$ cat config.mk
export PLATFORM = sky130hd
export DESIGN_NAME = call_signature_index_parser
export DESIGN_NICKNAME = d
export VERILOG_FILES = /design/src/hdl/csip_pkg.sv /design/src/hdl/call_signature_index_parser.sv /design/src/hdl/csip_step.sv
export SDC_FILE = /design/constraint.sdc
export NUM_CORES = 1
export LEC_CHECK = 0
export BUFFER_PORTS_ARGS = -buffer_cell sky130_fd_sc_hd__buf_2
export CORE_UTILIZATION = 56
export CTS_CLUSTER_DIAMETER = 60
export DETAILED_ROUTE_END_ITERATION = 10
export GPL_TIMING_DRIVEN = 1
export PLACE_DENSITY = 0.82
export SLEW_MARGIN = 20
export SYNTH_ARGS = -nofsm -noshare
export SYNTH_HDL_FRONTEND = slang
export SYNTH_SLANG_ARGS = --single-unit
$ cat constraint.sdc
create_clock -name clk -period 4.1 [get_ports clk]
set_clock_uncertainty 0.1 [all_clocks]
set_input_delay 0.41 -clock clk [delete_from_list [all_inputs] [get_ports clk]]
set_output_delay 0.41 -clock clk [all_outputs]
set_load 0.05 [all_outputs]
$ cat src/hdl/csip_pkg.sv
`default_nettype none
// ----------------------------------------------------------------------------
// Call signature index parser package
// Shared types and constants for the signature parser and its step logic.
// ----------------------------------------------------------------------------
package csip_pkg;

	localparam int IDX_W         = 29;
	localparam int MAX_CODES_DEF = 10;

	localparam logic [7:0] CH_NUL   = 8'h00;
	localparam logic [7:0] CH_OPEN  = 8'h28;
	localparam logic [7:0] CH_CLOSE = 8'h29;
	localparam logic [7:0] CH_SEMI  = 8'h3B;

	localparam logic [IDX_W-1:0] ACC_INIT = IDX_W'(1);

	typedef enum logic [1:0] {
		PH_OPEN,
		PH_ELEMS,
		PH_RET,
		PH_DONE
	} phase_t;

	typedef enum logic [2:0] {
		SK_NONE,
		SK_NEXT,
		SK_XFIRST,
		SK_XDIG,
		SK_XNAME,
		SK_AFIRST,
		SK_ADIG
	} skip_t;

	typedef enum logic [1:0] {
		ST_OK,
		ST_BAD,
		ST_MANY
	} status_t;

	typedef struct packed {
		phase_t            phase;
		skip_t             skip;
		logic [IDX_W-1:0]  acc;
		status_t           err;
	} parse_state_t;

endpackage
`default_nettype wire

$ cat src/hdl/call_signature_index_parser.sv
`default_nettype none
// ----------------------------------------------------------------------------
// Call signature index parser
// Parses a type signature one character per transaction and returns the
// base-6 call index and a status when the zero terminator arrives.
// ----------------------------------------------------------------------------
//  channel | handshake              | payload
//  --------+------------------------+---------------------------
//  input   | sig_valid / sig_ready  | sig_char
//  result  | res_valid / res_ready  | call_index, status
//
// One character is taken per cycle unless a terminator is stalled in the
// input register. A character is captured in the input register when it is
// accepted, and the step logic then folds it into the parse state; the result
// register is loaded as the terminator leaves the input register.
// Only the terminator produces a result; it stalls in the input register
// while the result register is still full and not being taken.
// Reset puts the parser in its start state, with no result pending.
module call_signature_index_parser #(
	parameter int MAX_CODES = csip_pkg::MAX_CODES_DEF
) (
	input  wire logic                       clk,
	input  wire logic                       arst_n,
	input  wire logic                       sig_valid,
	output logic                            sig_ready,
	input  wire logic [7:0]                 sig_char,
	output logic                            res_valid,
	input  wire logic                       res_ready,
	output logic [csip_pkg::IDX_W-1:0]      call_index,
	output logic [1:0]                      status
);

	localparam int COUNT_W = $clog2(MAX_CODES + 1);

	localparam csip_pkg::parse_state_t STATE_INIT = '{
		phase: csip_pkg::PH_OPEN,
		skip:  csip_pkg::SK_NONE,
		acc:   csip_pkg::ACC_INIT,
		err:   csip_pkg::ST_OK
	};

	logic                       valid_s1;
	logic [7:0]                 char_s1;
	csip_pkg::parse_state_t     state_q;
	logic [COUNT_W-1:0]         count_q;
	csip_pkg::parse_state_t     state_nxt;
	logic [COUNT_W-1:0]         count_nxt;
	logic                       is_term;
	logic                       advance;
	logic                       res_valid_q;
	logic [csip_pkg::IDX_W-1:0] call_index_q;
	logic [1:0]                 status_q;

	csip_step #(
		.MAX_CODES (MAX_CODES),
		.COUNT_W   (COUNT_W)
	) u_step (
		.c         (char_s1),
		.cur       (state_q),
		.cur_count (count_q),
		.nxt       (state_nxt),
		.nxt_count (count_nxt)
	);

	assign is_term   = (char_s1 == csip_pkg::CH_NUL);
	// A terminator needs room in the result register; other characters never wait.
	assign advance   = valid_s1 && (!is_term || !res_valid_q || res_ready);
	assign sig_ready = !valid_s1 || advance;

	always_ff @(posedge clk or negedge arst_n) begin
		if (!arst_n) begin
			valid_s1 <= 1'b0;
		end else if (sig_ready) begin
			valid_s1 <= sig_valid;
		end
	end

	always_ff @(posedge clk) begin
		if (sig_ready && sig_valid) begin
			char_s1 <= sig_char;
		end
	end

	always_ff @(posedge clk or negedge arst_n) begin
		if (!arst_n) begin
			state_q <= STATE_INIT;
			count_q <= '0;
		end else if (advance) begin
			if (is_term) begin
				state_q <= STATE_INIT;
				count_q <= '0;
			end else begin
				state_q <= state_nxt;
				count_q <= count_nxt;
			end
		end
	end

	always_ff @(posedge clk or negedge arst_n) begin
		if (!arst_n) begin
			res_valid_q <= 1'b0;
		end else if (advance && is_term) begin
			res_valid_q <= 1'b1;
		end else if (res_ready) begin
			res_valid_q <= 1'b0;
		end
	end

	always_ff @(posedge clk) begin
		if (advance && is_term) begin
			call_index_q <= (state_nxt.err == csip_pkg::ST_OK) ? state_nxt.acc : '0;
			status_q     <= state_nxt.err;
		end
	end

	assign res_valid  = res_valid_q;
	assign call_index = call_index_q;
	assign status     = status_q;

endmodule
`default_nettype wire

$ cat src/hdl/csip_step.sv
`default_nettype none
// ----------------------------------------------------------------------------
// Signature parser step logic
// Next parse state for one character: classification, extent skipping and
// the base-6 index update.
// ----------------------------------------------------------------------------
module csip_step #(
	parameter int MAX_CODES = csip_pkg::MAX_CODES_DEF,
	parameter int COUNT_W   = $clog2(MAX_CODES + 1)
) (
	input  wire logic [7:0]             c,
	input  wire csip_pkg::parse_state_t cur,
	input  wire logic [COUNT_W-1:0]     cur_count,
	output csip_pkg::parse_state_t      nxt,
	output logic [COUNT_W-1:0]          nxt_count
);

	typedef struct packed {
		logic       ok;
		logic [2:0] code;
	} code_res_t;

	function automatic code_res_t base_code(input logic [7:0] ch);
		code_res_t r;
		r.ok = 1'b1;
		unique case (ch)
			"a", "b", "c", "h", "i", "j", "k", "s", "t", "v", "w": r.code = 3'd0;
			"l", "m", "x", "y":                                   r.code = 3'd1;
			"f":                                                  r.code = 3'd2;
			"d", "e":                                             r.code = 3'd3;
			"g", "n", "o", "p", "q", "r", "C", "Q", "X", "L":     r.code = 3'd4;
			"P":                                                  r.code = 3'd5;
			default: begin
				r.ok   = 1'b0;
				r.code = 3'd0;
			end
		endcase
		return r;
	endfunction

	function automatic logic is_digit(input logic [7:0] ch);
		return (ch >= "0") && (ch <= "9");
	endfunction

	function automatic logic is_lower(input logic [7:0] ch);
		return (ch >= "a") && (ch <= "z");
	endfunction

	code_res_t                  bc;
	logic                       push_ok;
	csip_pkg::status_t          push_err;
	csip_pkg::skip_t            post_push;
	csip_pkg::skip_t            mode;
	logic                       to_none;
	logic [csip_pkg::IDX_W-1:0] acc6;

	always_comb begin
		bc       = base_code(c);
		push_ok  = bc.ok && (cur_count < COUNT_W'(MAX_CODES));
		push_err = bc.ok ? csip_pkg::ST_MANY : csip_pkg::ST_BAD;
		acc6     = (cur.acc << 2) + (cur.acc << 1) + csip_pkg::IDX_W'(bc.code);

		// The code character itself is then treated as the element's first
		// skip character: lowercase ends the element, X and L open a name.
		if (is_lower(c)) begin
			post_push = csip_pkg::SK_NONE;
		end else if (c == "X" || c == "L") begin
			post_push = csip_pkg::SK_XFIRST;
		end else begin
			post_push = csip_pkg::SK_NEXT;
		end

		nxt       = cur;
		nxt_count = cur_count;
		to_none   = 1'b0;

		// A non-digit after an array length is handled as a prefix character.
		mode = cur.skip;
		if (mode == csip_pkg::SK_ADIG && !is_digit(c)) begin
			mode = csip_pkg::SK_NEXT;
		end

		unique case (cur.phase)
			csip_pkg::PH_OPEN: begin
				if (c == csip_pkg::CH_OPEN) begin
					nxt.phase = csip_pkg::PH_ELEMS;
				end else begin
					nxt.phase = csip_pkg::PH_DONE;
					nxt.skip  = csip_pkg::SK_NONE;
					nxt.err   = csip_pkg::ST_BAD;
				end
			end
			csip_pkg::PH_ELEMS: begin
				unique case (mode)
					csip_pkg::SK_NONE: to_none = 1'b1;
					csip_pkg::SK_NEXT: begin
						if (is_lower(c)) begin
							nxt.skip = csip_pkg::SK_NONE;
						end else if (c == "C" || c == "D" || c == "R" || c == "P" || c == "Q") begin
							nxt.skip = csip_pkg::SK_NEXT;
						end else if (c == "X" || c == "L" || c == "U") begin
							nxt.skip = csip_pkg::SK_XFIRST;
						end else if (c == "A") begin
							nxt.skip = csip_pkg::SK_AFIRST;
						end else begin
							to_none = 1'b1;
						end
					end
					csip_pkg::SK_XFIRST: begin
						if (is_digit(c)) begin
							nxt.skip = csip_pkg::SK_XDIG;
						end else if (c == csip_pkg::CH_SEMI) begin
							nxt.skip = csip_pkg::SK_NONE;
						end else if (c == csip_pkg::CH_NUL) begin
							to_none = 1'b1;
						end else begin
							nxt.skip = csip_pkg::SK_XNAME;
						end
					end
					csip_pkg::SK_XDIG: begin
						if (is_digit(c)) begin
							nxt.skip = csip_pkg::SK_XDIG;
						end else begin
							to_none = 1'b1;
						end
					end
					csip_pkg::SK_XNAME: begin
						if (c == csip_pkg::CH_SEMI) begin
							nxt.skip = csip_pkg::SK_NONE;
						end else if (c == csip_pkg::CH_NUL) begin
							to_none = 1'b1;
						end else begin
							nxt.skip = csip_pkg::SK_XNAME;
						end
					end
					csip_pkg::SK_AFIRST: begin
						if (is_digit(c)) begin
							nxt.skip = csip_pkg::SK_ADIG;
						end else if (c == csip_pkg::CH_NUL) begin
							to_none = 1'b1;
						end else begin
							nxt.skip = csip_pkg::SK_NEXT;
						end
					end
					csip_pkg::SK_ADIG: nxt.skip = csip_pkg::SK_ADIG;
					default:           to_none = 1'b1;
				endcase

				// The character was not part of the current element, so it
				// starts at an element boundary.
				if (to_none) begin
					nxt.skip = csip_pkg::SK_NONE;
					if (c == csip_pkg::CH_NUL) begin
						nxt.phase = csip_pkg::PH_DONE;
					end else if (c == csip_pkg::CH_CLOSE) begin
						nxt.phase = csip_pkg::PH_RET;
					end else if (push_ok) begin
						nxt.acc   = acc6;
						nxt_count = cur_count + COUNT_W'(1);
						nxt.skip  = post_push;
					end else begin
						nxt.phase = csip_pkg::PH_DONE;
						nxt.err   = push_err;
					end
				end
			end
			csip_pkg::PH_RET: begin
				nxt.phase = csip_pkg::PH_DONE;
				nxt.skip  = csip_pkg::SK_NONE;
				if (push_ok) begin
					nxt.acc   = acc6;
					nxt_count = cur_count + COUNT_W'(1);
				end else begin
					nxt.err = push_err;
				end
			end
			csip_pkg::PH_DONE: nxt.phase = csip_pkg::PH_DONE;
			default:           nxt.phase = csip_pkg::PH_DONE;
		endcase
	end

endmodule
`default_nettype wire
==> key figures, run 1 <==
STA
  • Unrepaired setup endpoints after global routing: true
  • Fin crit share: 100%
  • Final Hold Vio Count: 41
  • Crit path time final: just over 4 ns
  • WHS: -0.0222 ns
  • Final Max Tran Viols: 0
  • Least-Margin Pin Slew: around 1.1 ns
  • FMAX: 243 MHz
  • Relative slew slack: between 20% and 30%
  • Final count of negative-setup-slack endpoints: 1
  • Final worst slack: -0.00971 ns

Routing
  • DRT iter0 DRCs: ~430
  • DRT Wirelength: ~18000 µm
  • DRC: 0
  • DR pass1 iterations: 5
  • Vias: between 6000 and 7000
  • Drt wl/cell: ~20 µm
  • Routed vias/inst: between 6 and 7
  • Antenna-violating nets left: 0

Die
  • Die area: around 0.012 mm²
  • IO Count: 45
  • Die Ht: about 110 µm
  • Core Region: 0.0114 mm²
  • Die W: about 110 µm
  • # rows: 39
  • Initial Util: 57.3%

GRT
  • Tot GR Track Use: between 30% and 40%
  • First-pass GRT wire length: 29400 µm
  • GRT overflow: 0
  • Antenna violations before repair: 0
  • Pin count of the biggest net entering global routing: 43
  • Vias in the first global route: 5983

Final layout
  • Fin area: 0.00768 mm²
  • Area delta synth->final: 17.9%
  • Non-Filler Instances: approximately 940
  • Final core utilization: between 60% and 70%
  • Layout Nets: approximately 870
  • # diodes: 0
  • FILL cells: around 900
  • Fraction of layout cells with a size suffix above 1: a little under a quarter

Synth
  • Compound-gate portion of the synthesized area: 28.7%
  • Mapped Cells: between 700 and 800
  • Synthesized area per cell: 9.12 µm²
  • Number of synthesized flops with an enable pin: 39
  • Synth Register Bits: 81
  • Synthesized Nets: 785
  • Area share of fa/ha/maj cells after synthesis: a little under an eighth
  • Main synth FF type: dfrtp_1
  • Synth warn: 0
  • Synth async-reset ratio: about half
  • Synth Cell Area: ~0.0065 mm²
  • Synth cell types: 84
  • Seq/Total Area, Yosys: between 30% and 40%
  • Largest family of logic cells by synthesized area: compound AO/OA/AOI/OAI gates
  • Post-synthesis mux area share: 0.672%
  • Post-synthesis simple-gate area fraction: about 18%
  • Post-Synth XOR/XNOR Area: under 10%

Clock tree
  • Clk_lat worst skew: 0.35 ns
  • Worst-path clk slew: 0.06 ns
  • Sink Count: roughly 80
  • H-tree depth: 3
  • Clk buf depth: 2
  • CTS buffer count: 9
  • CTS tree: built
  • Root buffer cell: clkbuf_16

Job
  • Max cap viols: 0

Worst setup path
  • Type of the worst setup path: reg -> reg
  • Required time of the critical path: 4.10 ns
  • Worst-path fanout max: 7
  • Crit end category: flop
  • Arr. time, crit path: 4.11 ns
  • CP bufs+invs: 4
  • CP most frequent cell: inv_2
  • Critical path, cell by cell: nand2b_4, or3_4, o21bai_4, and2_4, fa_1, inv_2, ha_4, inv_2, fa_2, nor2b_2, o31a_1, o211ai_1, buf_4, buf_6, a21boi_2, xor2_1, o21ai_1, a21oi_2, o21ba_1
  • CP max-delay cell: fa_1
  • Crit path launch type: flop
  • Crit-path max cell delay: roughly 0.46 ns
  • Crit path max-delay family: compound AO/OA/AOI/OAI gates

Worst hold path
  • Worst hold path class: in -> async

Power
  • LEAKAGE: about 3.4 nW
  • Power Dens Cells: just under 400 mW/mm²
  • Worst VDD drop: between 0.3 and 0.4 mV

Placed design
  • Placed Cells: a little over 900
  • Port buffer count: 44
  • Final GP Congestion: around 0.94
  • DP HPWL: ~13000 µm
  • Cell Area, Placed: 0.00720 mm²

Status
  • Outcome: finished, violations left
  • Failing checks: negative hold slack, negative setup slack
==> power by group <==
| part | leakage [nW] | internal [mW] | switching, mW |
|---|---|---|---|
| combinational | 2.30 | 0.422 | 0.892 |
| sequential | 0.938 | 0.916 | 0.0739 |
| clock | 0.128 | 0.427 | 0.323 |
| total | 3.36 | 1.77 | 1.29 |
==> worst register-to-register path: cells and delay by family (launching register included) <==
kind                       cells  cell delay [ns]
adders and majority gates      3             0.96
DFF                            1             0.40
AOI/OAI and AO/OA              7             1.09
xor gates and xnor gates       1             0.10
buffers and inverters          4             0.43
and+or+nand+nor                4             0.80
==> cells in the mapped netlist, drive strengths merged (9+ instances only) <==
library cell / n / share of area, %
xnor2: 16 / 2.2
nand2: 67 / 3.9
buf: 13 / 1.2
o21a: 9 / 1.0
a21oi: 53 / 4.5
a211oi: 13 / 1.5
ha: 57 / 11
a22o: 14 / 1.9
dfrtp: 41 / 16
o21ai: 51 / 3.9
nor2b: 13 / 1.2
nor2: 51 / 3.1
inv: 28 / 1.6
a21o: 21 / 2.4
edfxtp: 39 / 18
o211ai: 10 / 1.2
a31oi: 11 / 1.4
clkbuf: 20 / 1.2
nand3: 15 / 1.2
nand4: 10 / 0.96
nor3: 16 / 1.2
and2: 11 / 1.1
==> routing by layer <==
| metal | share of wire (%) | up-vias | GRT usage [%] |
|---|---|---|---|
| met2 | 46 | 264 | 50.9 |
| met5 | 0 | - | 0 |
| met1 | 44 | 2973 | 42.8 |
| met4 | 2.2 | 0 | 13.4 |
| li1 | - | 2880 | - |
| met3 | 7.2 | 39 | 4.92 |
==> final timing paths <==
check,depth (start not counted),end,from,slack [ns]
setup / recovery,19,call_index[14],char_s1[7],-0.01
hold / removal,1,state_q[28],arst_n,-0.02
setup reg to reg,19,call_index[14],char_s1[7],-0.01
hold reg to reg,2,count_q[3],count_q[3],0.41
max in group asynchronous,1,state_q[15],arst_n,3.51
min in group clk,1,char_s1[6],sig_char[6],0.13
==> cell usage in the layout (no fill, tap or decap), drive strengths merged, types with 21 or more instances in the layout <==
master    n
buf     103
nand2    67
ha       57
a21oi    53
nor2     51
o21ai    51
dfrtp    41
edfxtp   39
inv      28
a21o     21
==> registers in the layout, summed over array words and instances (netlist names) <==
name / flops
call_index: 29
count_q: 4
char_s1: 8
status: 2
state_q: 36
valid_s1: 1
res_valid: 1
==> timing repair <==
item / 4_1_cts / 5_1_grt
pin swaps: 1 / 21
endpoints found under the setup margin: 17 / 33
cloned: 0 / 0
hold buffers: 0 / 0
gates resized for setup: 4 / 33
setup buffers: 3 / 4
==> area by class of cell <==
type	count	area, µm²	share of cell area (%)
Clock inverter	1	5.00	0.0652
Clock buffer	15	258	3.36
Timing Repair Buffer	103	669	8.72
Multi-Input combinational cell	572	4240	55.2
Tap cell	143	179	2.33
Inverter	28	105	1.37
Sequential cell	81	2220	29.0
==> kinds of logic after synthesis <==
kind of cell | Yosys count
flops | 81
fa+ha+maj | 59
mux | 4
buf+inv | 61
simple gates | 224
compound gates | 262
xor+xnor | 23
==> metrics by stage <==
stage                     setup WS, ns  power [mW]  hold slack, ns   TNS (ns)
after floorplan                -0.0207        1.86          0.0144    -0.0364
after global placement         -0.0342        2.21           0.372    -0.0582
after detailed placement        -0.148        2.25           0.407     -0.821
after CTS                    -0.000983        3.00           0.126  -0.000983
after global routing            -0.167        3.20          0.0304      -1.80
final                         -0.00971        3.05         -0.0222   -0.00971
No activity file was read; power rests on OpenSTA's default activity.
==> run 2: changes to the inputs <==
- CORE_UTILIZATION: 56 -> 50
- PLACE_DENSITY: 0.82 -> 0.72
- SLEW_MARGIN: 20 -> not set
- clock period: 4.1 -> 4.48 ns (I/O delays scaled with it)
==> run 2 against run 1 <==
Compared with the run above:
- the run now ends clean
- routed wire length decreased by 4.5%
- clock power increased by 5.3%
- global-route usage decreased by 5.0 points
- maximum frequency decreased by 5.4%
- combinational power decreased by 13%
- final cell count increased by 0.53%
- via count decreased by 3.7%
- critical endpoint is now call_index[24]
==> key figures, run 2 (synthesis results as in run 1) <==
Status
  • Outcome: finished, final reports clean

STA
  • FMAX: between 200 and 250 MHz
  • Least-Margin Pin Slew: ~1.1 ns
  • Fin crit share: between 90% and 100%
  • Final count of negative-setup-slack endpoints: 0
  • Relative slew slack: between 20% and 30%
  • Unrepaired setup endpoints after global routing: true
  • Crit path time final: ~4.3 ns
  • Final Max Tran Viols: 0
  • Final Hold Vio Count: 0
  • Setup tns final: 0 ns
  • Final worst slack: about 0.14 ns

Routing
  • DRT iter0 DRCs: slightly below 400
  • Vias: around 6000
  • DRC: 0
  • Drt wl/cell: around 19 µm
  • DR pass1 iterations: 5
  • Routed vias/inst: ~6.3
  • DRT Wirelength: 17600 µm
  • Antenna-violating nets left: 0

Worst setup path
  • Worst-path fanout max: 4
  • Type of the worst setup path: reg -> reg
  • Crit-path max cell delay: about 0.48 ns
  • Critical path, cell by cell: nand2b_4, or2_2, o21a_1, and2_4, fa_1, inv_1, ha_4, inv_2, fa_2, nor2b_1, o31a_1, o211ai_1, buf_4, a211oi_2, o311a_1, nor3_1, nand3b_1, a21oi_2
  • CP bufs+invs: 3
  • Arr. time, crit path: 4.35 ns
  • Required time of the critical path: ~4.5 ns
  • CP max-delay cell: fa_1
  • Crit path max-delay family: compound AO/OA/AOI/OAI gates
  • Crit end category: flop
  • Crit path launch type: flop

Die
  • Core Region: 0.0127 mm²
  • Initial Util: 51.4%
  • # rows: slightly above 40
  • IO Count: 45
  • Die Ht: around 120 µm
  • Die W: approximately 120 µm
  • Die area: ~0.013 mm²

GRT
  • Pin count of the biggest net entering global routing: 43
  • First-pass GRT wire length: around 28000 µm
  • GRT overflow: 0
  • Vias in the first global route: 5441
  • Antenna violations before repair: 0
  • Tot GR Track Use: 26.9%

Final layout
  • Fraction of layout cells with a size suffix above 1: just under 20%
  • Most common cell after layout, fill and taps aside: nand2_1
  • Non-Filler Instances: approximately 950
  • Most frequent cells in the layout: 67 x nand2_1, 56 x ha_1, 45 x nor2_1
  • Largest Register: state_q
  • Layout Nets: ~840
  • Area delta synth->final: 14.8%
  • Largest register FFs: 36
  • Fin area: 0.00748 mm²
  • # diodes: 0

Clock tree
  • Sink Count: between 80 and 90
  • Clk_lat worst skew: roughly 0.36 ns
  • Worst-path clk slew: roughly 0.060 ns
  • H-tree depth: 3
  • Clk buf depth: 2
  • Root buffer cell: clkbuf_16
  • CTS tree: built
  • Hold-fix buffers, CTS: 0
  • CTS buffer count: 9

Placed design
  • Placed Cells: approximately 920
  • Port buffer count: between 40 and 50
  • Pre-CTS setup slack: roughly 0.0076 ns
  • Final GP Congestion: between 0.9 and 1
  • DP HPWL: 12500 µm
  • Cell Area, Placed: 0.00699 mm²

Power
  • LEAKAGE: 3.26 nW
  • Worst VDD drop: ~0.25 mV
  • Power Dens Cells: around 380 mW/mm²

Job
  • Max cap viols: 0

Worst hold path
  • Worst hold path class: in -> reg
==> run 2: changes by cell type in the layout (fill, tap and decap cells not counted), moves of 2 or more <==
cell        previous run  this run
clkinvlp_4             0         2
a211oi_4               3         0
o21ai_1               10         6
a21oi_1               41        44
clkbuf_1               5         0
a211oi_1               9        11
o21ai_2                3         1
o21ai_0               38        44
buf_4                 59        35
a21oi_2               12         9
==> run 2: final timing paths <==
| path | start | endpoint | slack, ns | cells past startpoint |
|---|---|---|---|---|
| max in group asynchronous | arst_n | state_q[4] | 3.42 | 1 |
| max reg2reg | char_s1[4] | call_index[24] | 0.14 | 18 |
| min | sig_char[6] | char_s1[6] | 0.17 | 1 |
| min in group asynchronous | arst_n | state_q[28] | 0.20 | 1 |
| min reg2reg | state_q[30] | state_q[30] | 0.41 | 1 |
| max | char_s1[4] | call_index[24] | 0.14 | 18 |
==> run 2: layer usage <==
metal,GRT usage (%),vias up,wire length (µm)
met5,0,-,0
met4,11.0,0,388
met3,3.37,30,749
met2,43.9,200,8280
met1,36.1,2861,8210
li1,-,2837,-
==> run 2: where the power goes <==
group          total (mW)  switching (mW)  internal, mW  leakage [nW]
sequential          0.904          0.0664         0.838         0.938
combinational        1.14           0.784         0.359          2.17
clock               0.790           0.324         0.466         0.150
total                2.84            1.18          1.66          3.26
==> run 2: repair_timing <==
item / CTS / global route
buffers inserted: 0 / 10
pin swaps: 1 / 9
setup endpoints to repair: 3 / 26
gates cloned: 0 / 0
resized for setup: 1 / 22
==> run 2: worst reg2reg max path: stages, from the launching register on <==
cell and delay [ns]:
edfxtp_1 0.46, nand2b_4 0.18, or2_2 0.31, o21a_1 0.20
and2_4 0.16, fa_1 0.48, inv_1 0.06, ha_4 0.17
inv_2 0.06, fa_2 0.20, nor2b_1 0.06, o31a_1 0.31
o211ai_1 0.38, buf_4 0.20, a211oi_2 0.07, o311a_1 0.36
nor3_1 0.12, nand3b_1 0.16, a21oi_2 0.07
==> run 2: through the flow <==
stage / power (mW) / util [%] / hold WS [ns]
after detailed placement: 2.01 / 55.1 / 0.398
after global routing: 2.98 / 59.0 / 0.166
final: 2.84 / 59.0 / 0.168
after global placement: 1.98 / 55.1 / 0.374
after floorplan: 1.69 / - / 0.0524
after CTS: 2.80 / 57.7 / 0.159
==> run 2: final cells by class <==
cell class | instances | area (µm²)
tap | 172 | 215
clock buffer | 10 | 250
clock inverter | 6 | 63.8
multi-input combinational | 572 | 4140
timing repair buffer | 79 | 483
inverter | 28 | 105
fill | 1108 | 5190
sequential | 81 | 2220
